`src/rtl/shared_bandwidth_token_limiter_macros.svh`:
```
// Assertion macros shared by the token limiter RTL.
`ifndef SHARED_BANDWIDTH_TOKEN_LIMITER_MACROS_SVH
`define SHARED_BANDWIDTH_TOKEN_LIMITER_MACROS_SVH
`ifndef SYNTHESIS
// Same-cycle implication on clk, disabled in reset.
`define SBTL_ASSERT_IMPL(lbl, ante, cons) \
  lbl: assert property (@(posedge clk) disable iff (!rst_n) (ante) |-> (cons)) \
    else $error("token limiter assertion failed");
// Next-cycle implication on clk, disabled in reset.
`define SBTL_ASSERT_NEXT(lbl, ante, cons) \
  lbl: assert property (@(posedge clk) disable iff (!rst_n) (ante) |=> (cons)) \
    else $error("token limiter assertion failed");
`else
`define SBTL_ASSERT_IMPL(lbl, ante, cons)
`define SBTL_ASSERT_NEXT(lbl, ante, cons)
`endif
`endif

```
`src/rtl/sbtl_pkg.sv`:
```
// Types and constants for the token limiter.
`default_nettype none
package sbtl_pkg;

  // Default grant cap in bytes
  localparam int unsigned MAX_GRANT_DEF = 100 * 1024;

  // Command codes of an input item
  typedef enum logic [1:0] {
    CMD_TICK   = 2'd0,
    CMD_GRANT  = 2'd1,
    CMD_REPORT = 2'd2,
    CMD_NONE   = 2'd3
  } cmd_e_t;

  // Register indexes on the configuration port
  localparam logic REG_RATE_LIMIT   = 1'b0;
  localparam logic REG_WORKER_COUNT = 1'b1;

  // Reset value of the worker count
  localparam logic [6:0] WORKER_COUNT_RST = 7'd3;

  // Divider control from the sequencer
  typedef struct packed {
    logic start;
  } div_ctl_t;

  // Divider status back to the sequencer
  typedef struct packed {
    logic busy;
    logic done;
  } div_sts_t;

endpackage
`default_nettype wire

```
`src/rtl/sbtl_div.sv`:
```
// Radix-2 restoring divider: 32-bit budget by 7-bit worker count.
`default_nettype none
module sbtl_div (
  input  wire logic             clk,
  input  wire logic             rst_n,
  input  wire sbtl_pkg::div_ctl_t ctl,
  input  wire logic [31:0]      dividend,
  input  wire logic [6:0]       divisor,
  output sbtl_pkg::div_sts_t    sts,
  output logic [31:0]           quotient
);
  import sbtl_pkg::*;

  logic [31:0] quo_r, quo_nxt;
  logic [6:0]  rem_r, rem_nxt;
  logic [6:0]  dvsr_r;
  logic [4:0]  cnt_r;
  logic        busy_r;
  logic        done_r;
  logic [7:0]  trial;
  logic        fits;

  // One quotient bit per cycle: shift in, compare, subtract
  always_comb begin
    trial   = {rem_r, quo_r[31]};
    fits    = trial >= {1'b0, dvsr_r};
    rem_nxt = fits ? 7'(trial - {1'b0, dvsr_r}) : trial[6:0];
    quo_nxt = {quo_r[30:0], fits};
  end

  // Sequence control
  always_ff @(posedge clk) begin
    if (!rst_n) begin
      busy_r <= 1'b0;
      done_r <= 1'b0;
      cnt_r  <= '0;
    end else begin
      done_r <= 1'b0;
      if (ctl.start) begin
        busy_r <= 1'b1;
        cnt_r  <= '0;
      end else if (busy_r) begin
        cnt_r <= cnt_r + 5'd1;
        if (cnt_r == 5'd31) begin
          busy_r <= 1'b0;
          done_r <= 1'b1;
        end
      end
    end
  end

  // Datapath; a zero divisor divides as one
  always_ff @(posedge clk) begin
    if (ctl.start) begin
      quo_r  <= dividend;
      rem_r  <= '0;
      dvsr_r <= (divisor == 7'd0) ? 7'd1 : divisor;
    end else if (busy_r) begin
      quo_r <= quo_nxt;
      rem_r <= rem_nxt;
    end
  end

  assign sts.busy = busy_r;
  assign sts.done = done_r;
  assign quotient = quo_r;

endmodule
`default_nettype wire

```
`src/rtl/shared_bandwidth_token_limiter.sv`:
```
// Top level of the shared bandwidth token limiter.
//
//  channel | direction | signals
//  in      | input     | in_valid, in_ready, in_command, in_remaining_bytes, in_received_bytes
//  out     | output    | out_valid, out_ready, out_grant_bytes, out_must_wait, out_last_rate
//  cfg     | APB slave | psel, penable, pwrite, paddr, pwdata, prdata, pready
//
// Tick, report and grants settled by compare reach the output register in the cycle after accept.
// A grant that shares the leftover budget runs the bit-serial divider for 32 steps;
// the result is registered when the divider reports done, and the state then returns to idle.
// in_ready is low while the divider runs.
// A waiting result does not block a new item if out_ready is high in that cycle.
// Synchronous active-low reset; budget, counters and limit clear, workers reset to 3.
`default_nettype none
`include "shared_bandwidth_token_limiter_macros.svh"
module shared_bandwidth_token_limiter #(
  parameter int unsigned MAX_GRANT = sbtl_pkg::MAX_GRANT_DEF
) (
  input  wire logic        clk,
  input  wire logic        rst_n,
  input  wire logic        in_valid,
  output logic             in_ready,
  input  wire logic [1:0]  in_command,
  input  wire logic [31:0] in_remaining_bytes,
  input  wire logic [16:0] in_received_bytes,
  output logic             out_valid,
  input  wire logic        out_ready,
  output logic [16:0]      out_grant_bytes,
  output logic             out_must_wait,
  output logic [31:0]      out_last_rate,
  input  wire logic        psel,
  input  wire logic        penable,
  input  wire logic        pwrite,
  input  wire logic [2:0]  paddr,
  input  wire logic [31:0] pwdata,
  output logic [31:0]      prdata,
  output logic             pready
);
  import sbtl_pkg::*;

  localparam logic [31:0] MaxGrantW = 32'(MAX_GRANT);

  typedef enum logic [1:0] {
    S_IDLE = 2'b01,
    S_DIV  = 2'b10
  } state_t;

  state_t      state_r, state_nxt;
  logic [31:0] rate_limit_r;
  logic [6:0]  worker_count_r;
  logic [31:0] budget_r, budget_nxt;
  logic [31:0] bytes_r, bytes_nxt;
  logic [31:0] rate_r, rate_nxt;
  logic        out_valid_r, out_valid_nxt;
  logic [16:0] grant_r, grant_nxt;
  logic        wait_r, wait_nxt;
  logic [31:0] lrate_r, lrate_nxt;
  logic        in_acc, cfg_wr;
  logic [31:0] want;
  logic        want_ok;
  div_ctl_t    div_ctl;
  div_sts_t    div_sts;
  logic [31:0] quotient;

  // Cap a grant and mask it to the port width
  function automatic logic [16:0] cap_grant(input logic [31:0] w);
    logic [31:0] c;
    c = (w > MaxGrantW) ? MaxGrantW : w;
    return c[16:0];
  endfunction

  sbtl_div u_div (
    .clk      (clk),
    .rst_n    (rst_n),
    .ctl      (div_ctl),
    .dividend (budget_r),
    .divisor  (worker_count_r),
    .sts      (div_sts),
    .quotient (quotient)
  );

  // Handshakes
  assign in_ready = (state_r == S_IDLE) && (!out_valid_r || out_ready);
  assign in_acc   = in_valid && in_ready;
  assign cfg_wr   = psel && penable && pwrite;
  assign pready   = 1'b1;

  // Register readback
  always_comb begin
    unique case (paddr[2])
      REG_RATE_LIMIT:   prdata = rate_limit_r;
      REG_WORKER_COUNT: prdata = {25'd0, worker_count_r};
      default:          prdata = '0;
    endcase
  end

  // Sequencer and bucket update
  always_comb begin
    state_nxt     = state_r;
    budget_nxt    = budget_r;
    bytes_nxt     = bytes_r;
    rate_nxt      = rate_r;
    out_valid_nxt = out_valid_r && !out_ready;
    grant_nxt     = grant_r;
    wait_nxt      = wait_r;
    lrate_nxt     = lrate_r;
    div_ctl.start = 1'b0;
    want          = in_remaining_bytes;
    want_ok       = 1'b1;

    unique case (state_r)
      S_IDLE: begin
        if (in_acc) begin
          grant_nxt = '0;
          wait_nxt  = 1'b0;
          lrate_nxt = rate_r;
          unique case (cmd_e_t'(in_command))
            CMD_TICK: begin
              rate_nxt   = bytes_r;
              bytes_nxt  = '0;
              budget_nxt = rate_limit_r;
              lrate_nxt  = bytes_r;
            end
            CMD_GRANT: begin
              // Share the leftover budget when it falls short
              if (rate_limit_r != 32'd0 && budget_r < in_remaining_bytes) begin
                want_ok       = 1'b0;
                div_ctl.start = 1'b1;
                state_nxt     = S_DIV;
              end else if (rate_limit_r != 32'd0) begin
                budget_nxt = budget_r - in_remaining_bytes;
              end
              if (want_ok) begin
                wait_nxt  = (want == 32'd0);
                grant_nxt = cap_grant(want);
              end
            end
            CMD_REPORT: bytes_nxt = bytes_r + 32'(in_received_bytes);
            default: ;
          endcase
          out_valid_nxt = want_ok;
        end
      end
      S_DIV: begin
        // Take the share and debit it uncapped
        if (div_sts.done) begin
          budget_nxt    = budget_r - quotient;
          wait_nxt      = (quotient == 32'd0);
          grant_nxt     = cap_grant(quotient);
          out_valid_nxt = 1'b1;
          state_nxt     = S_IDLE;
        end
      end
      default: state_nxt = S_IDLE;
    endcase

    // A limit write reloads the bucket
    if (cfg_wr && paddr[2] == REG_RATE_LIMIT) begin
      budget_nxt = pwdata;
    end
  end

  // Control state
  always_ff @(posedge clk) begin
    if (!rst_n) begin
      state_r        <= S_IDLE;
      out_valid_r    <= 1'b0;
      rate_limit_r   <= '0;
      worker_count_r <= WORKER_COUNT_RST;
      budget_r       <= '0;
      bytes_r        <= '0;
      rate_r         <= '0;
    end else begin
      state_r     <= state_nxt;
      out_valid_r <= out_valid_nxt;
      budget_r    <= budget_nxt;
      bytes_r     <= bytes_nxt;
      rate_r      <= rate_nxt;
      if (cfg_wr) begin
        unique case (paddr[2])
          REG_RATE_LIMIT:   rate_limit_r   <= pwdata;
          REG_WORKER_COUNT: worker_count_r <= pwdata[6:0];
          default: ;
        endcase
      end
    end
  end

  // Output register
  always_ff @(posedge clk) begin
    grant_r <= grant_nxt;
    wait_r  <= wait_nxt;
    lrate_r <= lrate_nxt;
  end

  assign out_valid       = out_valid_r;
  assign out_grant_bytes = grant_r;
  assign out_must_wait   = wait_r;
  assign out_last_rate   = lrate_r;

  // Checks
  `SBTL_ASSERT_IMPL(a_busy_blocks_input, div_sts.busy, !in_ready)
  `SBTL_ASSERT_NEXT(a_share_starts_div,
    in_acc && in_command == CMD_GRANT && rate_limit_r != 32'd0 &&
    budget_r < in_remaining_bytes, div_sts.busy)
  `SBTL_ASSERT_IMPL(a_done_slot_free, div_sts.done, !out_valid_r)
  `SBTL_ASSERT_IMPL(a_budget_in_limit, 1'b1, budget_r <= rate_limit_r)

endmodule
`default_nettype wire
```
`config.mk`:
```
export PLATFORM = sky130hd
export DESIGN_NAME = shared_bandwidth_token_limiter
export DESIGN_NICKNAME = d
export VERILOG_FILES = /design/src/rtl/sbtl_pkg.sv /design/src/rtl/sbtl_div.sv /design/src/rtl/shared_bandwidth_token_limiter.sv
export VERILOG_INCLUDE_DIRS = /design/src /design/src/rtl
export SDC_FILE = /design/constraint.sdc
export NUM_CORES = 1
export LEC_CHECK = 0
export BUFFER_PORTS_ARGS = -buffer_cell sky130_fd_sc_hd__buf_2
export CORE_MARGIN = 1
export CORE_UTILIZATION = 60
export CTS_CLUSTER_DIAMETER = 200
export DETAILED_ROUTE_END_ITERATION = 7
export PLACE_DENSITY = 0.82
export SETUP_SLACK_MARGIN = 0.4
export SLEW_MARGIN = 20
export SYNTH_ARGS = -nofsm -noshare
export SYNTH_HDL_FRONTEND = slang
export SYNTH_SLANG_ARGS = --single-unit
```
`constraint.sdc`:
```
create_clock -name clk -period 4.1 [get_ports clk]
set_input_delay 0.82 -clock clk [delete_from_list [all_inputs] [get_ports clk]]
set_output_delay 0.82 -clock clk [all_outputs]
set_load 0.05 [all_outputs]
```
# Yosys cells after proc, flatten, opt, wreduce, memory -nomap -nowiden

Cells that the tools add are included.
Widths: inputs -> output; s select.

Register bits: 241
Latch bits: 0
RAM bits: 0
Bits in read-only memories: 0
Bits of input ports: 93
Output and inout bits: 85
Logic and storage cells: 116
Memories: 0

Add/subtract/negate cells: 5
Multiply operators: 0
Divide/modulo/power cells: 0
Order comparisons: 4
Eq/ne operators: 14
Shifts and indexed selects: 0
Multiplexer cells: 46
Bitwise gates (word level): 3
Reduce and logical (&&, ||, !) cells: 28

Operators by type and width:

| cell                 | count |
|---|---|
| $mux 32              | 8 |
| $pmux 32 s2          | 4 |
| $mux 17              | 6 |
| $gt 32x17->1 const B | 2 |
| $logic_not 32->1     | 2 |
| $sub 32x32->32       | 2 |
| $pmux 17 s2          | 1 |
| $add 32x17->32       | 1 |
| $lt 32x32->1         | 1 |
| $reduce_bool 32->1   | 1 |
| $mux 1               | 19 |
| $ge 8x7->1           | 1 |
| $mux 2               | 4 |
| $ne 4x4->1 const B   | 2 |
| $logic_and 1x1->1    | 7 |
| $logic_not 7->1      | 1 |
| $mux 7               | 1 |
| $sub 7x7->7          | 1 |
| $ne 2x1->1 const B   | 3 |
| $ne 3x2->1 const B   | 2 |
| $reduce_and 2->1     | 3 |
| $reduce_and 3->1     | 2 |
| $reduce_and 6->1     | 1 |
| $reduce_bool 2->1    | 3 |
| other kinds (16)     | 22 |

# Logic depth before layout (Yosys ltp)

Depth in word-level cells: 10
Depth in mapped cells: 14
Depth with buffers taken out: 12

# Hierarchy

Synthesis repeated with hierarchy kept, for this count alone.

Cells, all modules: 1794
Area total of the unflattened synthesis: 15314.7 sq um

By module, submodules not included:

| module                         | instances | cells each | area an instance (sq um) |
|---|---|---|---|
| shared_bandwidth_token_limiter | 1         | 1574       | 12582.1 |
| sbtl_div                       | 1         | 220        | 2732.6 |

# Least setup slack after synthesis

Ideal clock, no wire load.

Path kind: input -> register
From: input port in_remaining_bytes[17]
To: register u_div.quo_r[0] (netlist: u_div.quotient[0]), enable pin
Setup time: 375 ps
Data arrival time: 3130 ps
Data required time: 3725 ps
Path slack: 595 ps
Stages on the path: 12
Cells stage by stage: inv_1 ha_1 buf_2 a21o_1 a31oi_1 o21ai_1 a211o_1 a21oi_2 o211ai_2 nor4_2 buf_2 or2_2

Word-level cells in the longest chain between the ends: 7

RTL lines:

| item                               | RTL line                              | source |
|---|---|---|
| start, declared                    | shared_bandwidth_token_limiter.sv:24  | `input wire logic [31:0] in_remaining_bytes,` |
| $lt 32x32->1                       | shared_bandwidth_token_limiter.sv:126 | `if (rate_limit_r != 32'd0 && budget_r < in_remaining_bytes) begin` |
| $logic_and 1x1->1                  | shared_bandwidth_token_limiter.sv:126 |  |
| $mux 1                             | shared_bandwidth_token_limiter.sv:126 |  |
| $mux 1                             | shared_bandwidth_token_limiter.sv:117 | `unique case (cmd_e_t'(in_command))` |
| $mux 1                             | shared_bandwidth_token_limiter.sv:113 | `if (in_acc) begin` |
| $mux 1                             | shared_bandwidth_token_limiter.sv:111 | `unique case (state_r)` |
| $reduce_bool 2->1 (no source line) | n/a                                   |  |
| end signal, assigned               | sbtl_div.sv:55                        | `quo_r <= dividend;` |
| end signal, assigned               | sbtl_div.sv:59                        | `quo_r <= quo_nxt;` |
| end, declared                      | sbtl_div.sv:14                        | `logic [31:0] quo_r, quo_nxt;` |

Every way passes these cells.
A chain may end at the register's enable or synchronous reset.

# Worst setup path in the final report

From: input port in_remaining_bytes[0]
To: register budget_r[24]

Word-level cells in the longest chain between the ends: 7

RTL lines:

| item                 | RTL line                              | source |
|---|---|---|
| $sub 32x32->32       | shared_bandwidth_token_limiter.sv:131 | `budget_nxt = budget_r - in_remaining_bytes;` |
| $mux 32              | shared_bandwidth_token_limiter.sv:130 | `end else if (rate_limit_r != 32'd0) begin` |
| $mux 32              | shared_bandwidth_token_limiter.sv:126 |  |
| $pmux 32 s2          | shared_bandwidth_token_limiter.sv:117 |  |
| $mux 32              | shared_bandwidth_token_limiter.sv:113 |  |
| $pmux 32 s2          | shared_bandwidth_token_limiter.sv:111 |  |
| $mux 32              | shared_bandwidth_token_limiter.sv:158 | `if (cfg_wr && paddr[2] == REG_RATE_LIMIT) begin` |
| end signal, assigned | shared_bandwidth_token_limiter.sv:176 | `budget_r <= budget_nxt;` |
| end, declared        | shared_bandwidth_token_limiter.sv:51  | `logic [31:0] budget_r, budget_nxt;` |

Several ways; a longest one is shown, not always the timed one. The select of a mux whose other input is x is not followed.

==> flow_summary.toml <==
[outcome]
status = "finished, final reports clean"

[grt]
globalRoute.totalOverflow = 0
antenna_found_initial = 4
grt_usage_pct = 33.2
grt_pass1_vias = 13800
grt_max_degree = 65
grt_pass1_wl_mm = 69.7

[clocking]
clockRootBuffer = "clkbuf_16"
cts_setup_buffers = 0
clock_sinks = 241
clockBufferDepth = 3
cts.repair.resized = 0
htree_levels = 1
clock_latency_ns = 0.53
cts_tree = "yes"
clk_pin_slew_worst_paths_ns = 0.06
cts_buffers = 25
holdBufCountCts = 0

[yosys]
synth_edf_count = 89
synth_top_area_share_pct = 20.0
synthTopCellsByCount = "nand2_1, a21oi_1, dfxtp_1"
yosys.area.top_type = "dfxtp_1"
synthesis.area_um2 = 15200
ys_seq_elements = 241
synth-async-reset-ratio_pct = 0
syn_inst = 1803
synthTopCellsByArea = "dfxtp_1, edfxtp_1, ha_1"
yosysMostFrequentCell = "nand2_1"
synth.avg_cell_area_um2 = 8.45
ys.flop_type = "dfxtp_1"
ys_seq_area_share_pct = 37.5
yosys_warnings = 0
syn_nets = 1991
ys_types = 87

[sta]
finalSetupViolCount = 0
final_hold_viol_count = 0
rsz0062_at_grt = "false"
tns_ns = 0
finClkSkew_ns = 0.0123
relSlewSlack_pct = 35.6
drv_slew = 0
fin_crit_ns = 3.49
worstMarginPinSlew_ns = 0.965
period_share_pct = 85.1
max_freq_mhz = 287

[route]
wirelength_mm = 43.4
drc = 0
dr.pass1.iters = 6
via_per_inst = 6.31
first_iter_violations = 1286
vias = 14400
ant_nets = 0
drt-wirelength-per-cell_um = 19.0

[placement]
dp_hpwl_mm = 31.9
dpl-instance-area_um2 = 16400
gp_congestion = 0.953
portBuffers = 174

[die]
die_w_um = 161
die_area_um2 = 26000
num_rows = 57
num_io_pins = 178
core_um2 = 24600
initial_utilization_pct = 61.9
die_h_um = 161

[worst_setup_path]
worst-path-max-fanout = 4
endpoint_kind = "register"
worstPathArrival_ns = 3.90
cp-startpoint = "in_remaining_bytes[0]"
cp_cell_sequence = "buf_2 > ha_1 > fa_1 > nand2b_1 > a21o_1 > a31oi_2 > a2111oi_2 > buf_4 > nor4_1 > nor3_1 > nor3b_1 > nand2_1 > a31o_1"
r2r-start = "budget_r[0]"
cp_slowest_stage_delay_ns = 0.64
critPathLaunchType = "input port"
required_ns = 4.51
crit_path_top_delay_cell = "nor4_1"
path_class = "in -> reg"

[cells_and_area]
register_area_um2 = 5720
drive_gt1_share_pct = 16.3
multi_input_area_um2 = 8770
fin_area_um2 = 17200
area_growth_pct = 13.2
num-fill-cells = 1927
fin_nets = 2124

[pwr]
p_leak_uw = 0.00717
ir_drop_mv = 0.352
pwr_density_cell_nw_per_um2 = 392

[flow_run]
maxCapViolCount = 0

[min_path]
hold_start = "rate_r[21]"
hp-class = "reg -> reg"
==> logic make-up (layout without fill, tap and decap cells) <==
kind of cell | count (synthesis) | after routing | synth area share, %
AND/OR/NAND/NOR | 624 | 624 | 19.1
AO/OA/AOI/OAI | 528 | 528 | 22.5
flip-flops | 241 | 241 | 37.5
buffers and inverters | 193 | 344 | 5.07
adder cells (fa/ha/maj) | 95 | 95 | 8.00
XOR/XNOR | 64 | 64 | 3.68
multiplexers | 57 | 57 | 4.11
other | 1 | 3 | 0.0246
==> power by group <==
group	switching, µW	internal (µW)
registers	118	2670
clock network	954	1370
logic	1090	560
total	2160	4600
==> cells in the final DEF (no fill, tap or decap), types with 8 or more instances in the layout <==
cell type	n
a211oi_1	22
a21o_1	39
a21oi_1	166
a22o_1	15
a22oi_1	13
a31oi_1	25
and3_1	13
buf_2	174
buf_4	28
clkbuf_16	26
dfxtp_1	152
edfxtp_1	89
ha_1	91
inv_1	92
mux2_2	41
mux2i_1	13
nand2_1	266
nand2b_1	20
nand3_1	43
nand4_1	22
nor2_1	112
nor2b_1	38
nor3_1	36
nor4_1	24
o211ai_1	31
o21a_1	15
o21ai_0	64
o21ai_1	45
o21bai_1	8
or3_1	15
or4_1	8
xnor2_1	35
xor2_1	29
==> per-layer routing <==
metal,share of wire (%),GRT usage [%],routed length [µm],up-vias
met5,0.051,0,22,-
met4,3.9,13.6,1680,4
met3,9.6,7.65,4170,124
met2,46,54.2,19800,677
met1,41,42.4,17800,6768
li1,-,-,-,6817
==> final cells by class <==
| cell class | instances | area share (%) |
|---|---|---|
| Multi-Input combinational cell | 1369 | 50.9 |
| Tap cell | 324 | 2.35 |
| Clock inverter | 10 | 0.624 |
| Antenna cell | 2 | 0.0290 |
| Sequential cell | 241 | 33.2 |
| Inverter | 94 | 2.06 |
| Clock buffer | 35 | 4.26 |
| Timing Repair Buffer | 205 | 6.62 |
==> metrics by stage <==
step,setup WS (ns),hold WS [ns],cells,total power [µW],util (%)
2_1_floorplan,0.595,0.434,1803,4010,-
3_3_place_gp,0.246,0.439,2233,4390,66.6
3_5_place_dp,0.163,0.447,2233,4440,66.6
4_1_cts,0.689,0.456,2278,6760,70.0
5_1_grt,0.462,0.469,2278,7030,70.0
6_report,0.612,0.454,2280,6760,70.1
==> final timing paths <==
kind                  end  slack (ns)  depth (start not counted)
max          budget_r[24]        0.61                         13
min            rate_r[21]        0.45                          2
max reg2reg  budget_r[24]        0.64                         13
min reg2reg    rate_r[21]        0.45                          2
==> sequential cells by signal, summed over array words and instances, names as in the netlist, 2 cells and up <==
register / count
out_last_rate: 32
rate_limit_r: 32
u_div.quotient: 32
state_r: 2
budget_r: 32
u_div.dvsr_r: 7
u_div.cnt_r: 5
rate_r: 32
bytes_r: 32
worker_count_r: 7
u_div.rem_r: 7
out_grant_bytes: 17
==> critical path: cells and delay by family <==
family | cells | cell delay, ns
adder cells (fa/ha/maj) | 2 | 0.63
buffers and inverters | 2 | 0.29
AO/OA/AOI/OAI | 4 | 0.87
AND/OR/NAND/NOR | 5 | 1.28
(Power assumes the default switching activity.)
